===== config.mk =====
export PLATFORM = sky130hd
export DESIGN_NAME = fat_boot_sector_parser
export DESIGN_NICKNAME = d
export VERILOG_FILES = /design/src/hw/rtl/fbs_pkg.sv /design/src/hw/rtl/fbs_div.sv /design/src/hw/rtl/fbs_datapath.sv /design/src/hw/rtl/fbs_ctrl.sv /design/src/hw/rtl/fat_boot_sector_parser.sv
export SDC_FILE = /design/constraint.sdc
export NUM_CORES = 1
export LEC_CHECK = 0
export ABC_AREA = 1
export BUFFER_PORTS_ARGS = -buffer_cell sky130_fd_sc_hd__buf_2
export CAP_MARGIN = 5
export CORE_MARGIN = 1.5
export CORE_UTILIZATION = 29
export DETAILED_ROUTE_END_ITERATION = 8
export REMOVE_ABC_BUFFERS = 1
export SLEW_MARGIN = 20
export SYNTH_ARGS = -nofsm -noshare
export SYNTH_HDL_FRONTEND = slang
export SYNTH_SLANG_ARGS = --single-unit

===== constraint.sdc =====
create_clock -name i_clk -period 7.5 [get_ports i_clk]
set_input_delay 0.375 -clock i_clk [delete_from_list [all_inputs] [get_ports i_clk]]
set_output_delay 0.375 -clock i_clk [all_outputs]
set_load 0.01 [all_outputs]

===== src/hw/rtl/fbs_pkg.sv =====
// ----------------------------------------------------------------------------
// fbs_pkg
// shared constants, types and controller/datapath interface structs for the
// fat boot sector parser
// ----------------------------------------------------------------------------
package fbs_pkg;

    // byte offset counter, saturates once past the kept fields
    localparam int unsigned OffW = 6;
    localparam logic [OffW-1:0] OFF_MAX = '1;

    // boot sector offsets
    localparam logic [OffW-1:0] OFF_JMP0     = 6'd0;
    localparam logic [OffW-1:0] OFF_JMP1     = 6'd1;
    localparam logic [OffW-1:0] OFF_JMP2     = 6'd2;
    localparam logic [OffW-1:0] OFF_BPS_LO   = 6'd11;
    localparam logic [OffW-1:0] OFF_BPS_HI   = 6'd12;
    localparam logic [OffW-1:0] OFF_SPC      = 6'd13;
    localparam logic [OffW-1:0] OFF_RSV_LO   = 6'd14;
    localparam logic [OffW-1:0] OFF_RSV_HI   = 6'd15;
    localparam logic [OffW-1:0] OFF_FATS     = 6'd16;
    localparam logic [OffW-1:0] OFF_ENT_LO   = 6'd17;
    localparam logic [OffW-1:0] OFF_ENT_HI   = 6'd18;
    localparam logic [OffW-1:0] OFF_TOT16_LO = 6'd19;
    localparam logic [OffW-1:0] OFF_TOT16_HI = 6'd20;
    localparam logic [OffW-1:0] OFF_SPF_LO   = 6'd22;
    localparam logic [OffW-1:0] OFF_SPF_HI   = 6'd23;
    localparam logic [OffW-1:0] OFF_TOT32_B0 = 6'd32;
    localparam logic [OffW-1:0] OFF_TOT32_B1 = 6'd33;
    localparam logic [OffW-1:0] OFF_TOT32_B2 = 6'd34;
    localparam logic [OffW-1:0] OFF_TOT32_B3 = 6'd35;
    localparam logic [OffW-1:0] OFF_EXT_SIG  = 6'd38;
    localparam logic [OffW-1:0] OFF_SER_B0   = 6'd39;
    localparam logic [OffW-1:0] OFF_SER_B1   = 6'd40;
    localparam logic [OffW-1:0] OFF_SER_B2   = 6'd41;
    localparam logic [OffW-1:0] OFF_SER_B3   = 6'd42;

    // signature bytes
    localparam logic [7:0] JMP_B0    = 8'hEB;
    localparam logic [7:0] JMP_B1    = 8'h3C;
    localparam logic [7:0] JMP_B2    = 8'h90;
    localparam logic [7:0] EXT_SIG_A = 8'h28;
    localparam logic [7:0] EXT_SIG_B = 8'h29;

    // cluster count thresholds
    localparam logic [31:0] FAT16_MIN = 32'd4096;
    localparam logic [31:0] FAT32_MIN = 32'd65526;

    typedef enum logic [1:0] {
        FAT_12 = 2'd0,
        FAT_16 = 2'd1,
        FAT_32 = 2'd2
    } t_fat_kind;

    localparam int unsigned TDATA_W = 216;
    localparam int unsigned TUSER_W = 3;

    typedef struct packed {
        logic capture;
        logic clear;
        logic base_load;
        logic root_start;
        logic root_load;
        logic ovh_load;
        logic clus_start;
        logic clus_load;
        logic out_load;
    } t_cmd;

    typedef struct packed {
        logic div_done;
        logic out_free;
    } t_status;

endpackage


===== src/hw/rtl/fbs_div.sv =====
// ----------------------------------------------------------------------------
// fbs_div
// radix-2 restoring divider, 32-bit dividend by 16-bit divisor, one quotient
// bit per cycle, done pulses once the quotient is final
// ----------------------------------------------------------------------------
module fbs_div (
    input  logic        i_clk,
    input  logic        i_rst_n,
    input  logic        i_start,
    input  logic [31:0] i_dividend,
    input  logic [15:0] i_divisor,
    output logic        o_done,
    output logic [31:0] o_quotient
);

    logic        r_busy;
    logic        r_done;
    logic [4:0]  r_count;
    logic [15:0] r_rem;
    logic [15:0] r_divisor;
    logic [31:0] r_quo;

    logic [16:0] w_trial;
    logic [16:0] w_sub;
    logic        w_take;

    always_comb begin
        w_trial = {r_rem, r_quo[31]};
        w_sub   = w_trial - {1'b0, r_divisor};
        w_take  = (w_trial >= {1'b0, r_divisor});
    end

    always_ff @(posedge i_clk) begin
        if (!i_rst_n) begin
            r_busy  <= 1'b0;
            r_done  <= 1'b0;
            r_count <= '0;
        end else begin
            r_done <= 1'b0;
            if (i_start) begin
                r_busy  <= 1'b1;
                r_count <= '0;
            end else if (r_busy) begin
                r_count <= r_count + 5'd1;
                if (r_count == 5'd31) begin
                    r_busy <= 1'b0;
                    r_done <= 1'b1;
                end
            end
        end
    end

    always_ff @(posedge i_clk) begin
        if (i_start) begin
            r_quo     <= i_dividend;
            r_rem     <= '0;
            r_divisor <= i_divisor;
        end else if (r_busy) begin
            r_quo <= {r_quo[30:0], w_take};
            r_rem <= w_take ? w_sub[15:0] : w_trial[15:0];
        end
    end

    assign o_done     = r_done;
    assign o_quotient = r_quo;

endmodule


===== src/hw/rtl/fbs_datapath.sv =====
// ----------------------------------------------------------------------------
// fbs_datapath
// field capture, geometry arithmetic around the shared divider, and the
// result register on the output stream
// ----------------------------------------------------------------------------
module fbs_datapath (
    input  logic                          i_clk,
    input  logic                          i_rst_n,
    input  fbs_pkg::t_cmd                 i_cmd,
    output fbs_pkg::t_status              o_status,
    input  logic [7:0]                    i_data_byte,
    input  logic                          i_m_ready,
    output logic                          o_m_valid,
    output logic [fbs_pkg::TDATA_W-1:0]   o_m_data,
    output logic [fbs_pkg::TUSER_W-1:0]   o_m_user
);
    import fbs_pkg::*;

    // captured fields
    logic [OffW-1:0] r_offset;
    logic            r_sig_good;
    logic            r_sig_full;
    logic            r_ext;
    logic [15:0]     r_bps;
    logic [7:0]      r_spc;
    logic [15:0]     r_rsv;
    logic [7:0]      r_fats;
    logic [15:0]     r_ent;
    logic [15:0]     r_tot16;
    logic [15:0]     r_spf;
    logic [31:0]     r_tot32;
    logic [31:0]     r_serial;

    // derived values
    logic [23:0]     r_database;
    logic [21:0]     r_rootdir;
    logic [24:0]     r_overhead;
    logic            r_fits;
    logic [31:0]     r_clusters;

    // result register
    logic               r_out_valid;
    logic [TDATA_W-1:0] r_out_data;
    logic [TUSER_W-1:0] r_out_user;

    logic        w_div_done;
    logic [31:0] w_quotient;
    logic [31:0] w_total;
    logic [21:0] w_root_num;
    logic [32:0] w_diff;
    logic [31:0] w_div_num;
    logic [15:0] w_div_den;
    logic        w_sig;
    logic        w_root_big;
    logic        w_ok;
    logic [31:0] w_clus;
    logic [31:0] w_entries;
    logic [15:0] w_root_out;
    logic [31:0] w_serial;
    t_fat_kind   w_kind;
    logic [TDATA_W-1:0] w_tdata;
    logic [TUSER_W-1:0] w_tuser;

    // byte capture
    always_ff @(posedge i_clk) begin
        if (!i_rst_n || i_cmd.clear) begin
            r_offset   <= '0;
            r_sig_good <= 1'b1;
            r_sig_full <= 1'b0;
            r_ext      <= 1'b0;
            r_bps      <= '0;
            r_spc      <= '0;
            r_rsv      <= '0;
            r_fats     <= '0;
            r_ent      <= '0;
            r_tot16    <= '0;
            r_spf      <= '0;
            r_tot32    <= '0;
            r_serial   <= '0;
        end else if (i_cmd.capture) begin
            if (r_offset != OFF_MAX) begin
                r_offset <= r_offset + OffW'(1);
            end
            unique case (r_offset)
                OFF_JMP0: begin
                    if (i_data_byte != JMP_B0) r_sig_good <= 1'b0;
                end
                OFF_JMP1: begin
                    if (i_data_byte != JMP_B1) r_sig_good <= 1'b0;
                end
                OFF_JMP2: begin
                    if (i_data_byte != JMP_B2) r_sig_good <= 1'b0;
                    r_sig_full <= 1'b1;
                end
                OFF_BPS_LO:   r_bps[7:0]       <= i_data_byte;
                OFF_BPS_HI:   r_bps[15:8]      <= i_data_byte;
                OFF_SPC:      r_spc            <= i_data_byte;
                OFF_RSV_LO:   r_rsv[7:0]       <= i_data_byte;
                OFF_RSV_HI:   r_rsv[15:8]      <= i_data_byte;
                OFF_FATS:     r_fats           <= i_data_byte;
                OFF_ENT_LO:   r_ent[7:0]       <= i_data_byte;
                OFF_ENT_HI:   r_ent[15:8]      <= i_data_byte;
                OFF_TOT16_LO: r_tot16[7:0]     <= i_data_byte;
                OFF_TOT16_HI: r_tot16[15:8]    <= i_data_byte;
                OFF_SPF_LO:   r_spf[7:0]       <= i_data_byte;
                OFF_SPF_HI:   r_spf[15:8]      <= i_data_byte;
                OFF_TOT32_B0: r_tot32[7:0]     <= i_data_byte;
                OFF_TOT32_B1: r_tot32[15:8]    <= i_data_byte;
                OFF_TOT32_B2: r_tot32[23:16]   <= i_data_byte;
                OFF_TOT32_B3: r_tot32[31:24]   <= i_data_byte;
                OFF_EXT_SIG: begin
                    r_ext <= (i_data_byte == EXT_SIG_A) || (i_data_byte == EXT_SIG_B);
                end
                OFF_SER_B0:   r_serial[7:0]    <= i_data_byte;
                OFF_SER_B1:   r_serial[15:8]   <= i_data_byte;
                OFF_SER_B2:   r_serial[23:16]  <= i_data_byte;
                OFF_SER_B3:   r_serial[31:24]  <= i_data_byte;
                default: ;
            endcase
        end
    end

    // divider operands
    always_comb begin
        w_total    = (r_tot16 == 16'd0) ? r_tot32 : {16'd0, r_tot16};
        w_root_num = {1'b0, r_ent, 5'd0} + {6'd0, r_bps} - 22'd1;
        w_diff     = {1'b0, w_total} - {8'd0, r_overhead};
        w_div_num  = i_cmd.root_start ? {10'd0, w_root_num} : w_diff[31:0];
        w_div_den  = i_cmd.root_start ? r_bps : {8'd0, r_spc};
    end

    fbs_div u_div (
        .i_clk      (i_clk),
        .i_rst_n    (i_rst_n),
        .i_start    (i_cmd.root_start | i_cmd.clus_start),
        .i_dividend (w_div_num),
        .i_divisor  (w_div_den),
        .o_done     (w_div_done),
        .o_quotient (w_quotient)
    );

    always_ff @(posedge i_clk) begin
        if (i_cmd.base_load) begin
            r_database <= {8'd0, r_rsv} + ({16'd0, r_fats} * {8'd0, r_spf});
        end
        if (i_cmd.root_load) begin
            r_rootdir <= (r_bps == 16'd0) ? 22'd0 : w_quotient[21:0];
        end
        if (i_cmd.ovh_load) begin
            r_overhead <= {1'b0, r_database} + {3'd0, r_rootdir};
        end
        if (i_cmd.clus_start) begin
            r_fits <= !w_diff[32];
        end
        if (i_cmd.clus_load) begin
            r_clusters <= w_quotient;
        end
    end

    // result assembly
    always_comb begin
        w_sig      = r_sig_good && r_sig_full;
        w_root_big = |r_rootdir[21:16];
        w_ok       = w_sig && (r_bps != 16'd0) && (r_spc != 8'd0) && r_fits && !w_root_big;
        w_clus     = w_ok ? r_clusters : 32'd0;
        w_entries  = w_ok ? (r_clusters + 32'd2) : 32'd0;
        w_root_out = w_root_big ? 16'hFFFF : r_rootdir[15:0];
        w_serial   = r_ext ? r_serial : 32'd0;
        if (!w_ok) begin
            w_kind = FAT_12;
        end else if (r_clusters >= FAT32_MIN) begin
            w_kind = FAT_32;
        end else if (r_clusters >= FAT16_MIN) begin
            w_kind = FAT_16;
        end else begin
            w_kind = FAT_12;
        end
        if (w_sig) begin
            w_tdata = {7'd0, r_ext, w_serial, r_spc, r_bps, w_total, w_root_out,
                       r_database, r_rsv, w_entries, w_clus};
            w_tuser = {w_kind, w_ok};
        end else begin
            w_tdata = '0;
            w_tuser = '0;
        end
    end

    always_ff @(posedge i_clk) begin
        if (!i_rst_n) begin
            r_out_valid <= 1'b0;
        end else if (i_cmd.out_load) begin
            r_out_valid <= 1'b1;
        end else if (i_m_ready) begin
            r_out_valid <= 1'b0;
        end
    end

    always_ff @(posedge i_clk) begin
        if (i_cmd.out_load) begin
            r_out_data <= w_tdata;
            r_out_user <= w_tuser;
        end
    end

    assign o_status.div_done = w_div_done;
    assign o_status.out_free = !r_out_valid || i_m_ready;
    assign o_m_valid         = r_out_valid;
    assign o_m_data          = r_out_data;
    assign o_m_user          = r_out_user;

endmodule


===== src/hw/rtl/fbs_ctrl.sv =====
// ----------------------------------------------------------------------------
// fbs_ctrl
// sequencer: byte collection, root directory division, overhead, cluster
// division and hand-off of the result
// ----------------------------------------------------------------------------
module fbs_ctrl (
    input  logic             i_clk,
    input  logic             i_rst_n,
    input  logic             i_s_valid,
    input  logic             i_s_last,
    output logic             o_s_ready,
    input  fbs_pkg::t_status i_status,
    output fbs_pkg::t_cmd    o_cmd
);
    import fbs_pkg::*;

    typedef enum logic [5:0] {
        S_COLLECT   = 6'b000001,
        S_BASE      = 6'b000010,
        S_ROOT_WAIT = 6'b000100,
        S_OVH       = 6'b001000,
        S_CLUS      = 6'b010000,
        S_CLUS_WAIT = 6'b100000
    } t_state;

    typedef enum logic [0:0] {
        E_NONE = 1'b0,
        E_EMIT = 1'b1
    } t_emit;

    t_state r_state, n_state;
    t_emit  r_emit, n_emit;
    logic   w_accept;

    assign w_accept = i_s_valid && o_s_ready;

    always_comb begin
        n_state   = r_state;
        n_emit    = E_NONE;
        o_cmd     = '0;
        o_s_ready = 1'b0;
        unique case (r_state)
            S_COLLECT: begin
                o_s_ready = (r_emit == E_NONE);
                if (r_emit == E_EMIT) begin
                    if (i_status.out_free) begin
                        o_cmd.out_load = 1'b1;
                        o_cmd.clear    = 1'b1;
                    end else begin
                        n_emit = E_EMIT;
                    end
                end else if (w_accept) begin
                    o_cmd.capture = 1'b1;
                    if (i_s_last) n_state = S_BASE;
                end
            end
            S_BASE: begin
                o_cmd.base_load  = 1'b1;
                o_cmd.root_start = 1'b1;
                n_state          = S_ROOT_WAIT;
            end
            S_ROOT_WAIT: begin
                if (i_status.div_done) begin
                    o_cmd.root_load = 1'b1;
                    n_state         = S_OVH;
                end
            end
            S_OVH: begin
                o_cmd.ovh_load = 1'b1;
                n_state        = S_CLUS;
            end
            S_CLUS: begin
                o_cmd.clus_start = 1'b1;
                n_state          = S_CLUS_WAIT;
            end
            S_CLUS_WAIT: begin
                if (i_status.div_done) begin
                    o_cmd.clus_load = 1'b1;
                    n_state         = S_COLLECT;
                    n_emit          = E_EMIT;
                end
            end
            default: begin
                n_state = S_COLLECT;
            end
        endcase
    end

    always_ff @(posedge i_clk) begin
        if (!i_rst_n) begin
            r_state <= S_COLLECT;
            r_emit  <= E_NONE;
        end else begin
            r_state <= n_state;
            r_emit  <= n_emit;
        end
    end

endmodule


===== src/hw/rtl/fat_boot_sector_parser.sv =====
// ----------------------------------------------------------------------------
// fat_boot_sector_parser
// top level: parses the parameter block of a FAT boot sector from a byte
// stream and reports the volume geometry
// ----------------------------------------------------------------------------
// Boot-sector bytes are taken one per cycle from offset 0, and the byte with
// tlast set ends the sector. The block then holds s_axis_tready low while a
// shared 32-step radix-2 divider runs twice, once for the root directory
// sector count and once for the cluster count, plus the steps for the FAT
// base, overhead and result load. The result sits in an output register; if
// it has not yet been taken, the block waits there before accepting the next
// sector. A bad jump signature gives an all-zero result, and ok is low
// whenever the geometry is not usable.
module fat_boot_sector_parser (
    input  logic                          i_clk,
    input  logic                          i_rst_n,
    input  logic                          s_axis_tvalid,
    output logic                          s_axis_tready,
    input  logic [7:0]                    s_axis_tdata,   // data_byte
    input  logic                          s_axis_tlast,   // last_byte
    output logic                          m_axis_tvalid,
    input  logic                          m_axis_tready,
    // cluster_count, fat_entry_count, fat_base_sector, data_base_sector,
    // root_dir_sector_count, total_sector_count, sector_bytes, cluster_sectors,
    // volume_serial, has_extended, zero fill
    output logic [fbs_pkg::TDATA_W-1:0]   m_axis_tdata,
    output logic [fbs_pkg::TUSER_W-1:0]   m_axis_tuser    // ok, fat_kind
);
    import fbs_pkg::*;

    t_cmd    w_cmd;
    t_status w_status;

    fbs_ctrl u_ctrl (
        .i_clk     (i_clk),
        .i_rst_n   (i_rst_n),
        .i_s_valid (s_axis_tvalid),
        .i_s_last  (s_axis_tlast),
        .o_s_ready (s_axis_tready),
        .i_status  (w_status),
        .o_cmd     (w_cmd)
    );

    fbs_datapath u_datapath (
        .i_clk       (i_clk),
        .i_rst_n     (i_rst_n),
        .i_cmd       (w_cmd),
        .o_status    (w_status),
        .i_data_byte (s_axis_tdata),
        .i_m_ready   (m_axis_tready),
        .o_m_valid   (m_axis_tvalid),
        .o_m_data    (m_axis_tdata),
        .o_m_user    (m_axis_tuser)
    );

endmodule


---- Yosys cells after proc, flatten, opt, wreduce, memory -nomap -nowiden ----
Index checks and enable logic that the tools add are counted.
cells by class
  $add $sub $neg .......................... 9
  multipliers ............................. 1
  $lt $le $gt $ge ......................... 3
  equality and inequality tests ........... 44
  multiplexer cells ....................... 41
  bitwise operators ....................... 6
  reduce and logical (&&, ||, !) cells .... 52
operators with widths
  operator               number
  $mux 32                4
  $eq 6x6->1 const B     10
  $reduce_and 2->1       25
  $eq 6x5->1 const B     8
  $eq 6x4->1 const B     6
  $pmux 6 s6             1
  $sub 32x25->33         1
  $add 32x2->32 const B  1
  $ge 32x13->1 const B   1
  $ge 32x16->1 const B   1
  $logic_not 16->1       2
  $mux 16                2
  $mux 6                 5
  $add 24x22->25         1
  $add 16x24->24         1
  $mul 8x16->24          1
  $mux 1                 23
  $add 21x16->22         1
  $sub 22x1->22 const B  1
  $ge 17x16->1           1
  $eq 8x6->1 const B     2
  $ne 8x8->1 const B     2
  $reduce_bool 16->1     1
  $sub 16x16->16         1
  27 further kinds       54
word-level totals
  register bits after elaboration ......... 571
  input port bits ......................... 13
  word-level logic and storage cells ...... 202

---- Depth between registers and ports, before layout ----
Gate-level depths: netlist of run 1.
  depth in word-level cells ............... 7
  depth in mapped cells ................... 22
  mapped depth without buffers ............ 21

---- Hierarchy ----
A second synthesis of run 1 with hierarchy kept.
second synthesis, totals
  cells, all modules ...................... 3,874
  area total of the unflattened synthesis .. 32,377.3 µm²
modules (own cells, without submodules)
  module        times used  cells an instance  area an instance (µm²)  sequential area each (µm²)
  fbs_datapath  1           3,297              27,901.8                12,862.3
  fbs_div       1           510                4,022.6                 1,901.8
  fbs_ctrl      1           67                 452.9                   140.1

---- Worst setup path after synthesis of run 1 ----
OpenSTA, ideal clock, no wires.
  kind .................................... register -> register
  from .................................... register u_ctrl.r_state[0]
  to ...................................... register u_datapath.r_out_data[100] (netlist: u_datapath.o_m_data[100]), enable pin
  library setup time ...................... 620 ps
  arrival ................................. 6,185 ps
  slack ................................... 695 ps
  cell stages (with the launch flop) ...... 7
  buffers on the path ..................... 0
  clock period less this slack ............ 6,805 ps
  cell sequence ........................... dfxtp_1 inv_1 nor2_1 nand3_4 inv_4 nand2_1 nor2_2
RTL lines
  element                   line                 RTL
  start: declaration        fbs_ctrl.sv:31       t_state r_state, n_state;
  start signal: assignment  fbs_ctrl.sv:94       r_state <= n_state;
  end signal: assignment    fbs_datapath.sv:200  r_out_data <= w_tdata;
  end: declaration          fbs_datapath.sv:43   logic [TDATA_W-1:0] r_out_data;

---- Worst setup path in the final report of run 1 ----
  from .................................... register u_datapath.r_fats[7]
  to ...................................... register u_datapath.r_database[14] (data pin)
between the ends
  cells in the longest elaborated chain, start to end .. 2
ends and longest elaborated chain
  element                   line                 RTL
  start: declaration        fbs_datapath.sv:27   logic [7:0] r_fats;
  start signal: assignment  fbs_datapath.sv:100  OFF_FATS: r_fats <= i_data_byte;
  $mul 8x16->24             fbs_datapath.sv:144  r_database <= {8'd0, r_rsv} + ({16'd0, r_fats} * {8'd0, r_spf});
  $add 16x24->24            fbs_datapath.sv:144
  end signal: assignment    fbs_datapath.sv:144
  end: declaration          fbs_datapath.sv:35   logic [23:0] r_database;
Every way passes these cells.
A chain may end at the register's enable or synchronous reset.

==> results of run 1 <==
## cells in the final DEF, fill, tap and decap left out, types with 14 or more instances in the layout
cell type	instances
sky130_fd_sc_hd__inv_1	694
sky130_fd_sc_hd__nand2_1	653
sky130_fd_sc_hd__nor2_1	391
sky130_fd_sc_hd__edfxtp_1	363
sky130_fd_sc_hd__a21oi_1	320
sky130_fd_sc_hd__buf_2	226
sky130_fd_sc_hd__o21ai_0	221
sky130_fd_sc_hd__dfxtp_1	200
sky130_fd_sc_hd__nand3_1	161
sky130_fd_sc_hd__ha_1	147
sky130_fd_sc_hd__fa_1	104
sky130_fd_sc_hd__clkbuf_16	68
sky130_fd_sc_hd__nor3_1	47
sky130_fd_sc_hd__o21ai_1	42
sky130_fd_sc_hd__xor2_1	40
sky130_fd_sc_hd__nand4_1	37
sky130_fd_sc_hd__xnor2_1	20
sky130_fd_sc_hd__buf_4	18
sky130_fd_sc_hd__nor4_1	16
sky130_fd_sc_hd__nor2_2	14
sky130_fd_sc_hd__a31oi_1	14
## per-stage QoR
stage          setup WS (ps)  util (%)
2_1_floorplan          -1980         -
3_3_place_gp            2580      31.4
3_5_place_dp            2570      31.4
4_1_cts                 2550      33.5
5_1_grt                 2110      33.5
6_report                2530      33.5
## registers in the layout, summed over array words and instances, names as in the netlist, 6 cells and up
name and cells:
u_datapath.o_m_data 208, u_datapath.r_clusters 32, u_datapath.r_serial 32, u_datapath.r_tot32 32, u_datapath.u_div.o_quotient 32, u_datapath.r_overhead 25
u_datapath.r_database 24, u_datapath.r_rootdir 22, u_datapath.r_bps 16, u_datapath.r_ent 16, u_datapath.r_rsv 16, u_datapath.r_spf 16
u_datapath.r_tot16 16, u_datapath.u_div.r_divisor 16, u_datapath.u_div.r_rem 16, u_datapath.r_fats 8, u_datapath.r_spc 8, u_ctrl.r_state 6
u_datapath.r_offset 6
## final cells by class
cell class | count | area (sq um)
Fill cell | 11631 | 73500
Sequential cell | 563 | 14900
Multi-Input combinational cell | 2362 | 14000
Inverter | 705 | 2650
Clock buffer | 87 | 1860
Tap cell | 1488 | 1860
Timing Repair Buffer | 245 | 1280
Clock inverter | 39 | 423
Antenna cell | 1 | 2.50
## layer usage
layer | track usage (%) | vias up | share of wire, %
li1 | - | 12554 | -
met1 | 22.9 | 11861 | 46
met2 | 27.6 | 640 | 46
met3 | 2.80 | 135 | 5.7
met4 | 4.89 | 0 | 2.6
met5 | 0 | - | 0
## worst reg2reg max path: cells and delay by family (launching register included)
family / cells / cell delay [ps]
buffers and inverters: 3 / 150
AO/OA/AOI/OAI: 4 / 890
adder cells (fa/ha/maj): 5 / 2500
flip-flops: 1 / 750
AND/OR/NAND/NOR: 2 / 280
XOR/XNOR: 1 / 150
## cells by family after synthesis
logic type	share of synthesized area, %
buffers and inverters	10.4
other	0.0116
AO/OA/AOI/OAI	10.8
XOR/XNOR	1.63
flip-flops	46.2
AND/OR/NAND/NOR	18.7
adder cells (fa/ha/maj)	12.2
## worst min-delay path by stage
stage                      startpoint                endpoint  slack, ps  cells after the start
6_report                m_axis_tready    u_datapath.o_m_valid        110                      4
2_1_floorplan   u_datapath.r_tot32[0]   u_datapath.r_tot32[0]        430                      2
3_5_place_dp   u_datapath.r_tot32[14]  u_datapath.r_tot32[14]        440                      2
4_1_cts                 m_axis_tready    u_datapath.o_m_valid         70                      4
5_1_grt                 m_axis_tready    u_datapath.o_m_valid        100                      4
3_3_place_gp    u_datapath.r_tot32[7]   u_datapath.r_tot32[7]        430                      2
## power breakdown
part	internal, W	total (W)	leakage, nW	switching [W]
Combinational	0.000243	0.000792	10.3	0.000548
Clock	0.00196	0.00338	1.11	0.00142
Sequential	0.00337	0.00343	4.97	0.0000616
==> summary by stage, run 1 <==
Worst setup path
The largest stage delay on the critical path is 750 ps. Of all nets on the critical path, the largest fanout is 17. The kind of critical path is reg2reg.

The number of cells on the worst reg-to-reg path is 15. The minimum setup slack among reg-to-reg paths is 2530 ps. By instance count, the cell type seen most on the critical path is sky130_fd_sc_hd__fa_1. Grouping stages by cell kind, the critical path spends the most delay in adder cells. The number of cells on the critical path is 15. The most critical setup path has its endpoint at u_datapath.r_database[14]. For this design, the slowest cell found on the critical path is sky130_fd_sc_hd__dfxtp_1. The endpoint kind of the worst setup timing path is a register. The critical path data required time is slightly below 8000 ps. The worst path buffer plus inverter count is 3.

The critical register-to-register path endpoint is u_datapath.r_database[14]. The start of the worst register-to-register path is u_datapath.r_fats[7]. Traced cell by cell, the critical path runs through nand2_1, fa_1, fa_1, inv_1, fa_1, inv_1, fa_1, inv_1, ha_1, nand2_1, o21ai_0, a21oi_1, o21ai_0, a21oi_1, xnor2_1. Tracing the worst setup path back leads to its startpoint at u_datapath.r_fats[7].

The type of element launching the critical path is a register. The data arrival time at the worst-slack endpoint is between 5000 and 6000 ps.

Route
The iteration count of the initial detailed-routing pass is 7. The detail-routed net length per standard cell is ~18 um. For this block, the via count after detailed routing is 25190. The post-detailed-route DRC marker count is 0. The routed wire length is 96400 um. The first routing iteration left about 1500 violations. The via-per-instance ratio is 4.59.

The detail route stage leaves a number of antenna-violating nets equal to 0.

Clock network
In this run the post-CTS setup repair buffer count came out at 0. The clock latency on the worst-skew pair is 640 ps. CTS saw 563 sinks. TritonCTS built the clock tree. The root buffer cell is sky130_fd_sc_hd__clkbuf_16.

Clock-pin slew was measured on the worst setup and hold paths at 80 ps. The count of hold buffers inserted by post-cts repair is 1. The CTS H-tree depth is 3. The maximum buffer depth of the clock tree is 3. The post-cts repair resize count is 0. The number of clock buffers added by TritonCTS is 68.

Timing
The number of slew-limit violations in the final report is 0. The maximum achievable frequency is 0.201 GHz. The final-report setup violation count is 0. The post-route worst hold slack is 108 ps. The setup skew after layout is 31.0 ps.

In this run the tightest slew margin relative to its limit is 30.6%. Subtracting the final worst setup slack from the clock period gives 4970 ps. The actual transition at the worst max-transition pin is 1040 ps. The period utilization is 66.3%. The sum of negative setup slack is 0 ps. The final number of hold-violating endpoints is 0. Setup repair after global routing left no endpoint under its margin.

Synth
In this run, synthesis produced a sequential element count of 563. In the synthesized netlist, the cells that appear most often are sky130_fd_sc_hd__inv_1 (694), sky130_fd_sc_hd__nand2_1 (655), sky130_fd_sc_hd__nor2_1 (393). After synthesis the cells add up to about 32000 sq um. Yosys attributes the largest share of cell area to sky130_fd_sc_hd__edfxtp_1 (34%), sky130_fd_sc_hd__dfxtp_1 (12%), sky130_fd_sc_hd__inv_1 (8.1%), sky130_fd_sc_hd__nand2_1 (7.6%), sky130_fd_sc_hd__fa_1 (6.5%).

The prevailing post-synth register cell is sky130_fd_sc_hd__edfxtp_1. The number of synthesis warnings is 0. The most used standard cell by instance count after synthesis is sky130_fd_sc_hd__inv_1. The number of different library cells used by synthesis comes to 56. The share of synthesized area in the top cell type comes to roughly a third. The fraction of the yosys area taken by sequential cells is 46.2%. In the synthesized netlist the async set-or-reset flop fraction comes to 0%. Averaged over all synthesized cells, the footprint is 8.57 sq um.

Yosys mapped a number of flops with a built-in enable equal to 363. The biggest area contributor in the post-synthesis netlist is sky130_fd_sc_hd__edfxtp_1. The count of mapped cells out of synthesis is 3764.

Die
The die outline area is between 100000 and 150000 sq um. 234 I/O pins were placed. The standard-cell row count is 122.

Measured along the y axis, the die boundary spans 336 um. The starting utilization of the core area is 29.2%. The core outline area is approximately 110000 sq um. Measured along the x axis, the die boundary spans 336 um.

Global routing
The initial antenna violation count came to 2. The overall routing resource usage is between 10% and 20%. The number of global-route vias before repair is between 20000 and 25000. Entering global routing, the biggest net connects 96 pins. The first global-routing pass estimated 146000 um of wire. Global routing finished with a remaining overflow of 0.

Finish
After the last flow step, the layout net total stands at about 4200. The finished cells cover 37000 sq um. After the flow finishes, the layout carries non-filler instances totaling 5490. The fraction of final layout cells with drive strength greater than 1 is 11.0%.

The synthesis-to-finish area growth is 14.8%.

Place
The detailed-placement wirelength estimate is 72300 um. The routability-driven placement congestion ratio is 0.896. The total of buffers placed on input and output ports is about 230. Once placement finished, the instance area stood at 34700 sq um. After detailed placement, the design holds a cell count of 5362.

Power
In this run the power density over the cells is 205 nW/um^2. Across the VDD grid, the largest voltage drop is about 0.16 mV. After layout, the design draws a total of 0.00760 W.

Summed over all cells, the static leakage comes to between 15 and 20 nW.

Job
The tool flagged a number of max-cap violations equal to 0.

Min path
The class of the tightest hold or removal check is in2reg.

Outcome
The run finished with clean final reports.
(Power assumes the default switching activity.)
==> run 2: changes to the inputs <==
Clock period 7.5 ns to 5.2 ns, I/O delays scaled along.
==> run 2 against run 1 <==
Compared with the run above:
- flip-flop and latch count did not move
- worst setup slack got worse by 2200 ps
- register-to-register slack got worse by 2200 ps
- sequential power rose by 44%
- via count barely moved
- critical path depth rose by 3
- critical endpoint is now u_datapath.r_database[19]
- fmax rose by 2.8%
- core utilization barely moved
- wire length barely moved
==> summary by stage, run 2 (synthesis gave the netlist of run 1 again) <==
Outcome
The run finished with clean final reports.

Global routing
For this run the aggregate overflow at the end of global routing stands at 0. The initial antenna violation count is 4. Entering global routing, the biggest net connects between 100 and 150 pins. The number of global-route vias before repair came to about 24000. The first global-routing pass estimated around 150000 um of wire. The overall routing resource usage is between 10% and 20%.

Route
For this run, design rule violations remaining after detail routing come to 0. The via-per-instance ratio is approximately 4.6. The pre-antenna-repair detailed-routing pass consisted of 5 iterations. The routed layout has 25213 vias. The detail route stage leaves a number of antenna-violating nets equal to 0. The routed wire length is 96500 um.

The first routing iteration left 1797 violations. The detail-routed net length per standard cell is 17.6 um.

Timing
The period utilization is 92.9%. The number of slew-limit violations in the final report is 0. The final number of hold-violating endpoints is 0.

Setup repair after global routing left no endpoint under its margin. The final-report setup violation count is 0. The tightest slew margin relative to the limit is 34.4%. For the pin with the worst max-slew slack, the measured transition is 984 ps.

The maximum achievable frequency is ~0.21 GHz. For the final database, setup skew stands at 31.9 ps. The final period demand of the worst path is 4830 ps.

Place
The detailed-placement wirelength estimate is 72300 um. The placed standard-cell area is 34800 sq um. Routability-driven placement finished with a final weighted congestion of just over 0.9. Buffers placed on the I/O ports in this run total about 230.

Die
The number of placed I/O pins is 234. The core region is roughly 110000 sq um. The die covers ~110000 sq um. The initial utilization of the core area, before any placement, comes to between 20% and 30%. From left edge to right edge, the die measures 336 um. From bottom edge to top edge, the die measures approximately 340 um.

The floorplan has 122 rows.

Min path
For hold timing, the worst endpoint is u_ctrl.r_state[0]. Counting instances, the worst hold path has a depth of 4. The class of the tightest hold or removal check is in2reg. The source of the worst hold timing path is s_axis_tlast.

Worst setup path
The setup check on the worst reg-to-reg path leaves a slack of ~370 ps. The maximum fanout encountered on the critical timing path is 9. The start of the worst register-to-register path is u_datapath.r_fats[1]. The worst register-to-register path has a depth of 18.

The type of element launching the critical path is a register. The kind of critical path is reg2reg. For the worst setup path, the data arrival time is 5190 ps. In this run the critical register-to-register path is captured at u_datapath.r_database[19].

At the worst endpoint, the required time is 5560 ps. The endpoint kind of the worst setup timing path is a register.

Clock network
The CTS H-tree depth is 3. The clock transition at the registers of the reported paths is approximately 60 ps. The post-CTS setup buffer count is 0. Clock latency on the worst-skew pair, taken at its later pin, is ~630 ps.

CTS saw 563 sinks. The root buffer cell is sky130_fd_sc_hd__clkbuf_16. TritonCTS created 69 clock buffers. The maximum buffer depth of the clock tree is 3. TritonCTS built the clock tree.

Finish
The fraction of final layout cells with drive strength greater than 1 is 11.2%. The final-layout fill cell count is 11668. The number of nets in the final layout is roughly 4200. The register with the most flip-flops in the layout has between 200 and 250 of them. The most common cell after layout, fill and taps aside is sky130_fd_sc_hd__inv_1. The finished cells cover 37000 sq um. From synthesis to final layout, the design area changed by 14.9%. In the layout the commonest cells are sky130_fd_sc_hd__inv_1 (693), sky130_fd_sc_hd__nand2_1 (653), sky130_fd_sc_hd__nor2_1 (390). For this run, the share of the core covered by cells in the final layout is 33.5%.

Job
Across the run, the number of max-cap violations was 0.

Power
Across the VDD grid, the largest voltage drop is 0.213 mV. The total leakage power is 16.4 nW. The power per cell area is 293 nW/um^2.
[run 2: area by class of cell]
| class | count | area, sq um | area share [%] |
|---|---|---|---|
| Inverter | 705 | 2650 | 7.16 |
| Sequential cell | 563 | 14900 | 40.3 |
| Multi-Input combinational cell | 2362 | 14000 | 37.9 |
| Antenna cell | 2 | 5.00 | 0.0135 |
| Clock buffer | 91 | 1950 | 5.28 |
| Clock inverter | 34 | 270 | 0.730 |
| Timing Repair Buffer | 251 | 1350 | 3.64 |
| Tap cell | 1488 | 1860 | 5.03 |
[run 2: per-stage QoR]
stage | hold WS (ps) | std cells | TNS (ps) | setup slack [ps] | total power, W
finish | 67.1 | 5496 | 0 | 368 | 0.0108
global route | 84.6 | 5494 | 0 | 27.5 | 0.0113
CTS | 39.7 | 5494 | 0 | 235 | 0.0110
detailed placement | 436 | 5367 | 0 | 243 | 0.00618
global placement | 432 | 5367 | 0 | 310 | 0.00617
floorplan | 329 | 3630 | -991460 | -4280 | 0.00583
[run 2: per-layer routing]
| layer | track usage, % | vias up | wire length [um] |
|---|---|---|---|
| met5 | 0 | - | 0 |
| met4 | 4.95 | 0 | 2700 |
| met3 | 2.67 | 138 | 5450 |
| met2 | 27.8 | 687 | 44200 |
| met1 | 23.0 | 11837 | 44100 |
| li1 | - | 12551 | - |
[run 2: worst max-delay path: stages, from the launching register on]
cell and delay [ps]:
sky130_fd_sc_hd__dfxtp_1 540, sky130_fd_sc_hd__buf_4 240, sky130_fd_sc_hd__nand2_1 80, sky130_fd_sc_hd__fa_1 520
sky130_fd_sc_hd__inv_1 50, sky130_fd_sc_hd__fa_1 490, sky130_fd_sc_hd__fa_1 490, sky130_fd_sc_hd__inv_1 50
sky130_fd_sc_hd__fa_1 530, sky130_fd_sc_hd__inv_1 40, sky130_fd_sc_hd__ha_1 350, sky130_fd_sc_hd__a21oi_1 230
sky130_fd_sc_hd__o21ai_0 170, sky130_fd_sc_hd__nand2_1 110, sky130_fd_sc_hd__nand3_1 150, sky130_fd_sc_hd__a21oi_1 300
sky130_fd_sc_hd__o21ai_0 120, sky130_fd_sc_hd__nand2_1 70, sky130_fd_sc_hd__nand2_1 50
[run 2: how the worst max path moves through the flow]
stage                               from                   endpoint  slack, ps  cells past startpoint
floorplan              u_ctrl.r_state[0]     u_datapath.r_offset[5]      -4280                      9
global placement    u_datapath.r_fats[3]  u_datapath.r_database[14]        310                     15
detailed placement  u_datapath.r_fats[3]  u_datapath.r_database[18]        240                     16
CTS                 u_datapath.r_fats[3]  u_datapath.r_database[18]        240                     16
global route        u_datapath.r_fats[6]  u_datapath.r_database[18]         30                     16
finish              u_datapath.r_fats[1]  u_datapath.r_database[19]        370                     18
[run 2: what timing repair did]
action	in CTS	in global routing
endpoints found under the setup margin	0	3
endpoints found under the hold margin	4	0
hold buffers	2	0
gates resized for setup	0	5
[run 2: power by group]
part,switching (W),total (W),internal (W)
sequential,0.0000890,0.00495,0.00486
clock,0.00199,0.00475,0.00276
combinational,0.000784,0.00114,0.000352
==> run 3: changes to the inputs <==
Settings changed: SKIP_LAST_GASP from default to 1, SYNTH_HIERARCHICAL from default to 1.
==> run 3 against run 2 <==
Compared with the run above:
- sequential share of layout area down 0.26 points
- critical path depth down 4
- fmax down 2.3%
- synthesized area up 0.39%
- critical path type unchanged
- largest cell class unchanged
==> summary by stage, run 3 <==
Synth
After synthesis the cells add up to approximately 32000 sq um. Summed over its instances, the top area cell type makes up 33.7% of the synthesized netlist area. The most used flip-flop cell after synthesis is sky130_fd_sc_hd__edfxtp_1. The cell type contributing the most total cell area after synthesis is sky130_fd_sc_hd__edfxtp_1.

In this run, synthesis inferred 363 flip-flops with an integrated enable. Counting every instance in the synthesized netlist gives 3874. The distinct cell type count after synthesis is 56. The post-synthesis register bit count is 563. Ranked by total cell area, the synthesized netlist is headed by sky130_fd_sc_hd__edfxtp_1 (34%), sky130_fd_sc_hd__dfxtp_1 (12%), sky130_fd_sc_hd__nand2_1 (8.8%), sky130_fd_sc_hd__inv_1 (8.0%), sky130_fd_sc_hd__fa_1 (6.4%).

After synthesis, the most frequently instantiated cells are sky130_fd_sc_hd__nand2_1 (761), sky130_fd_sc_hd__inv_1 (694), sky130_fd_sc_hd__nor2_1 (427). Each instance of the synthesized netlist takes up on average 8.36 sq um. The fraction of the yosys area taken by sequential cells is between 40 and 50%. For this run, the number of Yosys warnings is 6. The most used standard cell by instance count after synthesis is sky130_fd_sc_hd__nand2_1.

Of all flip-flops after synthesis, the portion carrying an async set or reset was 0%.

Timing
The post-route worst setup slack is 253 ps. The tightest slew margin relative to the limit is 33.2%. The final-report setup violation count is 0. The final number of hold-violating endpoints is 0. The number of slew-limit violations in the final report came to 0. At the pin with the least slew margin, the transition time is 1000 ps.

The final period demand of the worst path is 4950 ps. The period utilization is approximately 95%. For this run, the top clock speed supported by timing is a little over 0.2 GHz. Setup repair after global routing left no endpoint under its margin. The setup skew after layout is 31.3 ps.

On the final layout, the worst hold slack is 63.0 ps.

Clock network
The CTS H-tree depth is 3. The later pin in the worst-skew pair is clocked with a latency of 630 ps. TritonCTS created 69 clock buffers. TritonCTS built the clock tree. The post-CTS setup buffer count is 0. The clock drives 563 sinks. The root buffer cell is sky130_fd_sc_hd__clkbuf_16. The clock transition at the registers of the reported paths is around 60 ps. The maximum buffer depth of the clock tree is 3.

Min path
The worst hold path begins at s_axis_tvalid. The class of the tightest hold or removal check is in2reg. Along the worst hold path, the cell count comes to 6. For hold timing, the worst endpoint is u_ctrl/r_state[0].

Global routing
The maximum number of pins on one net before global-route repair is 161. The first global-routing pass estimated approximately 150000 um of wire. The initial antenna violation count came to 2. The sum of overflow across all layers after global routing is 0. The number of global-route vias before repair is roughly 25000. Global routing consumed, over all layers together, 17.5% of the routing resources.

Die
The core outline area is roughly 110000 sq um. The number of placed I/O pins is 234. For this configuration, the core starts out at a cell density of between 20% and 30%. The height of the chip is 337 um. The die is 337 um wide.

The die covers 114000 sq um. The standard-cell row count is 122.

Finish
The post-layout utilization of the core is 33.7%. The fraction of final layout cells with drive strength greater than 1 is 10.4%. The number of flip-flops under the largest register name is 208.

Compared with the post-synthesis result, the final layout area differs by 15.1%. The number of nets in the final layout is 4326. The multi-input gate area in the final layout is between 10000 and 15000 sq um.

Across the whole layout, storage elements account for 14900 sq um. In the layout the commonest cells are sky130_fd_sc_hd__nand2_1 (760), sky130_fd_sc_hd__inv_1 (693), sky130_fd_sc_hd__nor2_1 (425). The number of cells in the finished layout apart from fillers is between 5000 and 6000. The final-layout fill cell count is roughly 12000.

The diode insertion count for antenna repair is 0. The most common cell after layout, fill and taps aside is sky130_fd_sc_hd__nand2_1.

Job
The max-capacitance violation count is 0.

Worst setup path
The startpoint identified for the worst register-to-register timing path is u_datapath/r_fats[5]. The endpoint kind of the worst setup timing path is a register. Of all nets on the critical path, the largest fanout is 17. Data on the critical path is required at its endpoint by between 5000 and 6000 ps. For this run, the slowest stage of the critical path takes 780 ps.

The cell occurring most often along the worst timing path is sky130_fd_sc_hd__fa_1. Among cell families on the critical path, the largest total delay comes from adder cells. The cell with the largest stage delay on the worst path is sky130_fd_sc_hd__dfxtp_1. The number of cells on the worst reg-to-reg path is 14. The worst register-to-register path ends at u_datapath/r_database[19]. The critical path is of the reg2reg type. The worst path buffer plus inverter count is 3.

The data arrival time at the worst-slack endpoint is 5320 ps. The signal on the critical path passes through nand2_1, inv_1, fa_1, fa_1, fa_1, inv_1, fa_1, inv_1, ha_1, nand2_1, nor4_1, a21oi_1, o21bai_1, xor2_1. The type of element launching the critical path is a register. The worst register-to-register path has a setup slack of 250 ps.

Place
The number of placed instances with taps included is 5474. Timing analysis after detailed placement gives a worst setup slack of 241 ps. The congestion estimate from routability-driven global placement came to 0.925. The detailed-placement wirelength estimate is 73800 um. The total of buffers placed on input and output ports is 226.

Power
The peak supply drop is between 0.2 and 0.25 mV. The total leakage power is 16.8 nW. In this run the power density over the cells is roughly 300 nW/um^2.

Route
For this run, the detailed router's first-pass iteration total came to 5. The DRC marker count from the first detailed-route iteration is 1637. The post-detailed-route DRC marker count is 0. Dividing the detail-routed wire length by the instance count gives 17.6 um. The detail route stage leaves a number of antenna-violating nets equal to 0. The via-per-instance ratio is about 4.6. The routed layout has 25724 vias.

The routed wire length is 98800 um.

Outcome
The flow ran to the end, and the final reports show no timing, DRC or antenna violations.
## run 3: changes by cell type after synthesis, moves of 9 or more
cell	before	now
sky130_fd_sc_hd__buf_2	39	13
sky130_fd_sc_hd__clkbuf_1	76	113
sky130_fd_sc_hd__nand3_1	161	122
sky130_fd_sc_hd__o21ai_1	42	10
sky130_fd_sc_hd__buf_6	11	1
sky130_fd_sc_hd__nand2_1	655	761
sky130_fd_sc_hd__nand3b_1	12	24
sky130_fd_sc_hd__a21oi_2	9	0
sky130_fd_sc_hd__nand2_2	4	17
sky130_fd_sc_hd__o21ai_0	221	241
sky130_fd_sc_hd__nor2_1	393	427
sky130_fd_sc_hd__nor3_1	47	66
## run 3: timing repair
item | 4_1_cts | 5_1_grt
gates resized for setup | 0 | 3
hold endpoints to repair | 5 | 0
endpoints found under the setup margin | 0 | 2
hold buffers | 4 | 0
## run 3: kinds of logic after synthesis
logic type | Yosys count | synth area share (%)
AND/OR/NAND/NOR | 1515 | 19.9
buffers and inverters | 859 | 10.3
AO/OA/AOI/OAI | 628 | 10.1
flip-flops | 563 | 46.0
adder cells (fa/ha/maj) | 252 | 12.1
XOR/XNOR | 55 | 1.49
other | 1 | 0.0116
multiplexers | 1 | 0.0309
## run 3: area by class of cell
| class | count | share of cell area (%) |
|---|---|---|
| sequential | 563 | 40.0 |
| clock inverter | 36 | 0.983 |
| tap | 1488 | 4.99 |
| multi-input combinational | 2458 | 38.1 |
| clock buffer | 89 | 5.00 |
| timing repair buffer | 256 | 3.77 |
| inverter | 713 | 7.19 |
## run 3: layer usage
layer  part of all wire, %  up-vias  track usage (%)  wire (um)
met3                   4.6      130             2.28       4540
met5                     0        -                0          0
met2                    46      626             28.7      45700
li1                      -    12782                -          -
met4                   2.9        0             5.58       2900
met1                    46    12186             23.7      45600
## run 3: power breakdown
part	switching (W)	internal (W)	leakage (nW)
registers	0.0000555	0.00479	4.93
logic	0.000987	0.000483	10.8
clock network	0.00198	0.00280	1.09
## run 3: worst max path at each step
| stage | startpoint | end | slack, ps | cells after the start |
|---|---|---|---|---|
| floorplan | u_ctrl/r_state[5] | u_datapath/r_offset[3] | -27020 | 8 |
| global placement | u_datapath/r_fats[6] | u_datapath/r_database[19] | 160 | 14 |
| detailed placement | u_datapath/r_fats[3] | u_datapath/r_database[19] | 240 | 14 |
| CTS | u_datapath/r_fats[3] | u_datapath/r_database[19] | 240 | 14 |
| global route | u_datapath/r_fats[5] | u_datapath/r_database[19] | 0.9 | 14 |
| finish | u_datapath/r_fats[5] | u_datapath/r_database[19] | 250 | 14 |
## run 3: worst min-delay path, delay by kind of cell
| kind | cells | cell delay, ps |
|---|---|---|
| compound gates | 1 | 70 |
| buf+inv | 3 | 210 |
| simple gates | 2 | 100 |
## run 3: per-stage QoR
step                      cell area (sq um)  total power (W)  TNS [ps]
after floorplan                       31800          0.00604  -6751800
after global placement                35000          0.00639         0
after detailed placement              35000          0.00641         0
after CTS                             37300           0.0113         0
after global routing                  37300           0.0116         0
final                                 37300           0.0111         0
